===== src/sv/unsorted_key_table_unit_macros.svh =====
// Assertion macros used by the unsorted key table controller.
`ifndef UNSORTED_KEY_TABLE_UNIT_MACROS_SVH
`define UNSORTED_KEY_TABLE_UNIT_MACROS_SVH

// Property that must hold in the same cycle.
`define UKT_ASSERT(lbl, expr, msg) \
    lbl: assert property (@(posedge clk) disable iff (!rst_n) (expr)) else $error(msg);

// Trigger in one cycle implies a consequence in the next cycle.
`define UKT_ASSERT_NEXT(lbl, trig, cons, msg) \
    lbl: assert property (@(posedge clk) disable iff (!rst_n) (trig) |=> (cons)) \
        else $error(msg);

`endif


===== src/sv/ukt_pkg.sv =====
// Types and constants for the unsorted key table.
package ukt_pkg;

    localparam int CMD_W     = 3;
    localparam int KEY_W     = 32;
    localparam int PAY_W     = 32;
    localparam int CAP_W     = 7;
    localparam int CNT_OUT_W = 7;
    localparam int CAP_RESET = 64;

    localparam logic [CMD_W-1:0] CMD_INSERT     = 3'd0;
    localparam logic [CMD_W-1:0] CMD_DELETE     = 3'd1;
    localparam logic [CMD_W-1:0] CMD_RETRIEVE   = 3'd2;
    localparam logic [CMD_W-1:0] CMD_MAKE_EMPTY = 3'd3;
    localparam logic [CMD_W-1:0] CMD_RESET_ITER = 3'd4;
    localparam logic [CMD_W-1:0] CMD_GET_NEXT   = 3'd5;

    typedef struct packed {
        logic [CMD_W-1:0] cmd;
        logic [KEY_W-1:0] key;
        logic [PAY_W-1:0] payload;
    } in_item_t;

    typedef struct packed {
        logic                 status;
        logic                 found;
        logic [KEY_W-1:0]     key_out;
        logic [PAY_W-1:0]     payload_out;
        logic [CNT_OUT_W-1:0] count;
        logic                 full_res;
    } out_item_t;

    // Scan index source.
    typedef enum logic [2:0] {
        IDX_HOLD,
        IDX_ZERO,
        IDX_INC,
        IDX_CURSOR,
        IDX_LAST
    } idx_sel_t;

    // Controller to datapath.
    typedef struct packed {
        logic     load_in;
        idx_sel_t idx_sel;
        logic     wr_en;
        logic     wr_hole;
        logic     hole_load;
        logic     cnt_inc;
        logic     cnt_dec;
        logic     cnt_clr;
        logic     cur_clr;
        logic     cur_inc;
        logic     set_ok;
        logic     set_found;
        logic     take_rd;
        logic     out_load;
    } ctl_cmd_t;

    // Datapath to controller.
    typedef struct packed {
        logic [CMD_W-1:0] cmd;
        logic             cnt_lt_cap;
        logic             cnt_zero;
        logic             cur_lt_cnt;
        logic             key_match;
        logic             scan_last;
    } ctl_sts_t;

endpackage


===== src/sv/ukt_ctrl.sv =====
// Controller state machine for the unsorted key table.
`include "unsorted_key_table_unit_macros.svh"

module ukt_ctrl
    import ukt_pkg::*;
(
    input  logic     clk,
    input  logic     rst_n,
    input  logic     req_valid,
    output logic     req_stall,
    output logic     rsp_valid,
    input  logic     rsp_stall,
    input  ctl_sts_t sts,
    output ctl_cmd_t ctl
);

    localparam logic [2:0] S_IDLE   = 3'd0;
    localparam logic [2:0] S_DECODE = 3'd1;
    localparam logic [2:0] S_SCAN   = 3'd2;
    localparam logic [2:0] S_MOVE   = 3'd3;
    localparam logic [2:0] S_GNEXT  = 3'd4;
    localparam logic [2:0] S_DONE   = 3'd5;

    logic [2:0] state_reg, state_next;
    logic       out_valid_reg, out_valid_next;

    assign req_stall = (state_reg != S_IDLE);
    assign rsp_valid = out_valid_reg;

    always_comb
    begin
        ctl        = '0;
        state_next = state_reg;
        unique case (state_reg)
            S_IDLE:
            begin
                if (req_valid)
                begin
                    ctl.load_in = 1'b1;
                    state_next  = S_DECODE;
                end
            end
            S_DECODE:
            begin
                state_next = S_DONE;
                unique case (sts.cmd)
                    CMD_INSERT:
                    begin
                        if (sts.cnt_lt_cap)
                        begin
                            ctl.wr_en   = 1'b1;
                            ctl.cnt_inc = 1'b1;
                            ctl.set_ok  = 1'b1;
                        end
                    end
                    CMD_DELETE, CMD_RETRIEVE:
                    begin
                        if (!sts.cnt_zero)
                        begin
                            ctl.idx_sel = IDX_ZERO;
                            state_next  = S_SCAN;
                        end
                    end
                    CMD_MAKE_EMPTY:
                    begin
                        ctl.cnt_clr = 1'b1;
                        ctl.set_ok  = 1'b1;
                    end
                    CMD_RESET_ITER:
                    begin
                        ctl.cur_clr = 1'b1;
                        ctl.set_ok  = 1'b1;
                    end
                    CMD_GET_NEXT:
                    begin
                        if (sts.cur_lt_cnt)
                        begin
                            ctl.idx_sel = IDX_CURSOR;
                            state_next  = S_GNEXT;
                        end
                    end
                    default:
                    begin
                        // undefined command: echo input, report failure
                    end
                endcase
            end
            S_SCAN:
            begin
                if (sts.key_match)
                begin
                    if (sts.cmd == CMD_RETRIEVE)
                    begin
                        ctl.take_rd   = 1'b1;
                        ctl.set_found = 1'b1;
                        ctl.set_ok    = 1'b1;
                        state_next    = S_DONE;
                    end
                    else
                    begin
                        ctl.hole_load = 1'b1;
                        ctl.idx_sel   = IDX_LAST;
                        state_next    = S_MOVE;
                    end
                end
                else if (sts.scan_last)
                    state_next = S_DONE;
                else
                    ctl.idx_sel = IDX_INC;
            end
            S_MOVE:
            begin
                ctl.wr_en   = 1'b1;
                ctl.wr_hole = 1'b1;
                ctl.cnt_dec = 1'b1;
                ctl.set_ok  = 1'b1;
                state_next  = S_DONE;
            end
            S_GNEXT:
            begin
                ctl.take_rd = 1'b1;
                ctl.cur_inc = 1'b1;
                ctl.set_ok  = 1'b1;
                state_next  = S_DONE;
            end
            S_DONE:
            begin
                if (!out_valid_reg || !rsp_stall)
                begin
                    ctl.out_load = 1'b1;
                    state_next   = S_IDLE;
                end
            end
            default:
                state_next = S_IDLE;
        endcase
    end

    assign out_valid_next = ctl.out_load | (out_valid_reg & rsp_stall);

    always_ff @(posedge clk or negedge rst_n)
    begin
        if (!rst_n)
        begin
            state_reg     <= S_IDLE;
            out_valid_reg <= 1'b0;
        end
        else
        begin
            state_reg     <= state_next;
            out_valid_reg <= out_valid_next;
        end
    end

    `UKT_ASSERT(a_load_slot_free, !ctl.out_load || !out_valid_reg || !rsp_stall, "result lost")
    `UKT_ASSERT_NEXT(a_accept_decode, req_valid && !req_stall, state_reg == S_DECODE, "no decode")
    `UKT_ASSERT(a_scan_nonempty, state_reg != S_SCAN || !sts.cnt_zero, "scan of empty table")
    `UKT_ASSERT(a_insert_room, !ctl.cnt_inc || sts.cnt_lt_cap, "insert past capacity")
    `UKT_ASSERT_NEXT(a_load_valid, ctl.out_load, rsp_valid, "loaded result not presented")

endmodule

===== config.mk =====
export PLATFORM = sky130hd
export DESIGN_NAME = ukt_ctrl
export DESIGN_NICKNAME = d
export VERILOG_FILES = /design/src/sv/ukt_pkg.sv /design/src/sv/ukt_ctrl.sv
export VERILOG_INCLUDE_DIRS = /design/src /design/src/sv
export SDC_FILE = /design/constraint.sdc
export NUM_CORES = 1
export LEC_CHECK = 0
export BUFFER_PORTS_ARGS = -buffer_cell sky130_fd_sc_hd__buf_4
export CAP_MARGIN = 10
export CORE_AREA = 10 10 47 49
export DETAILED_ROUTE_END_ITERATION = 12
export DIE_AREA = 0 0 57 59
export PLACE_DENSITY = 0.74
export SYNTH_ARGS = -nofsm -noshare
export SYNTH_HDL_FRONTEND = slang
export SYNTH_SLANG_ARGS = --single-unit

===== constraint.sdc =====
create_clock -name clk -period 3.6 [get_ports clk]
set_clock_uncertainty 0.15 [all_clocks]
set_input_delay 0.54 -clock clk [delete_from_list [all_inputs] [get_ports clk]]
set_output_delay 0.54 -clock clk [all_outputs]
set_load 0.01 [all_outputs]

==> summary.md <==
| Metric | Value |
|---|---|
| Sequential-to-total area share from yosys stat | `21.1%` |
| Drt wl/cell | `14.2 microns` |
| Post-Place Worst Slack | `1.52 ns` |
| Syn Area/Cell | `7.77 sq um` |
| FMAX | `0.433 GHz` |
| Clock-pin transition on the worst setup and hold timing paths | `0.04 ns` |
| Gate Count Post-Synth | `61` |
| Die X | `57 microns` |
| Worst slew margin | `70.1%` |
| Crit path max fanout | `11` |
| Critical Path End Type | `output pin` |
| Most frequent cells in the layout | `buf_4 (29), nor2_1 (9), dfrtp_1 (4)` |
| RSZ-0062 raised after global routing | `false` |
| Pwr Density | `579 nW/um^2` |
| Initial antenna violation count | `0` |
| Post-Route WL | `1510 microns` |
| Final setup violation count | `0` |
| Grt ovf | `0` |
| Count of cell types in the netlist | `35` |
| Tcrit/Tclk final | `64.1%` |
| Hold crit path type | `reg2reg` |
| Slew Limit Fails | `0` |
| Max IR drop VDD | `0.000226 V` |
| Top-area cell type share of the netlist area | `21.1%` |
| Gpl congestion | `0.802` |
| Final hold violations | `0` |
| HPWL Detailed | `1260 microns` |
| CP startpoint kind | `flip-flop` |
| Port buffer count | `29` |
| DRC Markers | `0` |
| Worst path required time | `2.91 ns` |
| Vias per inst | `5.33` |
| Total track usage | `9.43%` |
| Min cycle time layout | `2.31 ns` |
| First-pass GRT wire length | `2640 microns` |
| Crit Path Class | `reg2out` |
| Synth area leaders | `dfrtp_1 (21%), nor2_1 (7.1%), nor3b_2 (5.3%)` |
| Drt first pass iters | `4` |
| Post-Syn Area | `474 sq um` |
| Max reg flops | `3` |
| Initial Utilization | `33.8%` |
| Area grow syn2layout | `50.4%` |
| Status | `finished clean` |
| Cts bufs inserted | `3` |
| Die Ht | `59 microns` |
| DP Cell Count | `102` |
| Post-synthesis net count | `73` |
| Yosys top cell by area | `dfrtp_1` |
| Worst-Margin Slew | `0.448 ns` |
| DIE AREA | `3360 sq um` |
| Top-Level Pins | `30` |
| Setup TNS | `0 ns` |
| Vias | `565` |
| Most common cell after layout, fill and taps aside | `buf_4` |
| Pin count of the biggest net entering global routing | `12` |
| # clock sinks | `4` |
| Share of layout cells above drive strength 1 | `41.1%` |
| Root Driver | `clkbuf_4` |
| CP Data Arrival Time | `1.62 ns` |
| Ant. Diodes | `0` |
| Post-route ant nets | `0` |
| Post-layout nets | `104` |
| H-tree levels | `1` |
| Initial DRC Count | `5` |
| MaxCap Viol Count | `0` |
| Post-CTS Setup Bufs | `0` |
| CTS tree | `built` |
| Pleak | `0.000366 uW` |
| Flops & latches, synth | `4` |
| Final worst setup slack | `1.29 ns` |
| Clock latency on the worst-skew pair | `0.23 ns` |
| Post-Layout Cell Count | `106` |
| Vias in the first global route | `622` |
| Synth warnings | `0` |
| # rows | `14` |
| CTS max path bufs | `2` |
| Core Area | `1400 sq um` |
cells by family after synthesis:
kind of cell / after synthesis / share of synthesized area [%]
AOI/OAI and AO/OA: 15 / 22.7
xor gates and xnor gates: 1 / 1.85
buffers and inverters: 8 / 10.8
DFF: 4 / 21.1
and+or+nand+nor: 33 / 43.5
worst paths after layout:
check | start | end | slack, ns | cells past startpoint
worst max-delay path | state_reg[0]$_DFFE_PN0P_ | ctl[11] | 1.29 | 4
worst min-delay path | rsp_valid$_DFF_PN0_ | rsp_valid$_DFF_PN0_ | 0.39 | 2
worst max register to register | state_reg[2]$_DFFE_PN0P_ | state_reg[0]$_DFFE_PN0P_ | 2.12 | 3
worst min register to register | rsp_valid$_DFF_PN0_ | rsp_valid$_DFF_PN0_ | 0.39 | 2
max in group asynchronous | rst_n | state_reg[0]$_DFFE_PN0P_ | 2.71 | 2
min in group asynchronous | rst_n | state_reg[2]$_DFFE_PN0P_ | 0.49 | 2
routing by layer:
metal	up-vias	share of wire, %	GRT usage [%]
li1	283	-	-
met1	261	38	8.93
met2	21	55	16.3
met3	0	7.0	3.86
met4	0	0	6.71
met5	-	0	0
power by group:
group          leakage, uW  internal (uW)  switching, uW
sequential       0.0000487           63.8           50.4
clock            0.0000138           37.3           17.8
combinational     0.000303            128            116
synthesized netlist by cell type:
library cell and number:
a211o_1 1, nor2_1 9, nor3_1 2, buf_2 1, buf_4 2, o21ai_0 1, and4b_1 2, xor2_1 1
nor2b_1 1, o41ai_1 1, nand2b_1 1, and3b_2 1, inv_6 1, nor2b_4 1, buf_6 1, and3_1 1
and2_1 1, o21a_1 1, a41o_1 1, a31oi_1 2, dfrtp_1 4, nor3b_2 2, nand2_1 3, or2_1 1
a22oi_1 1, or3_1 1, or3b_1 1, a21oi_1 3, inv_1 3, o211ai_1 2, nand3b_1 1, nand3_1 3
nor3b_1 1, a2bb2oi_1 2, nor4_1 1
final cells by class:
cell class / instances / area [sq um]
fill: 150 / 688
timing repair buffer: 30 / 228
multi-input combinational: 49 / 323
clock buffer: 3 / 22.5
inverter: 4 / 20.0
sequential: 4 / 100
tap: 16 / 20.0
critical path, cell delays in order (launching register included):
cell and delay [ns]:
dfrtp_1 0.56, nor3b_2 0.34, and4b_1 0.27, or2_1 0.10, buf_4 0.11
stage by stage:
step / hold WS, ns / cell area, sq um / util [%] / power, uW
global placement: 0.185 / 681 / 48.6 / 358
floorplan: 0.0944 / 474 / - / 266
CTS: 0.389 / 713 / 50.9 / 419
finish: 0.392 / 713 / 50.9 / 413
detailed placement: 0.187 / 681 / 48.6 / 361
global route: 0.423 / 713 / 50.9 / 454
timing repair:
item	in CTS	in global routing
hold buffers	1	0
gates resized for setup	0	0
hold endpoints to repair	4	0
Power figures use the tool's default switching activity.
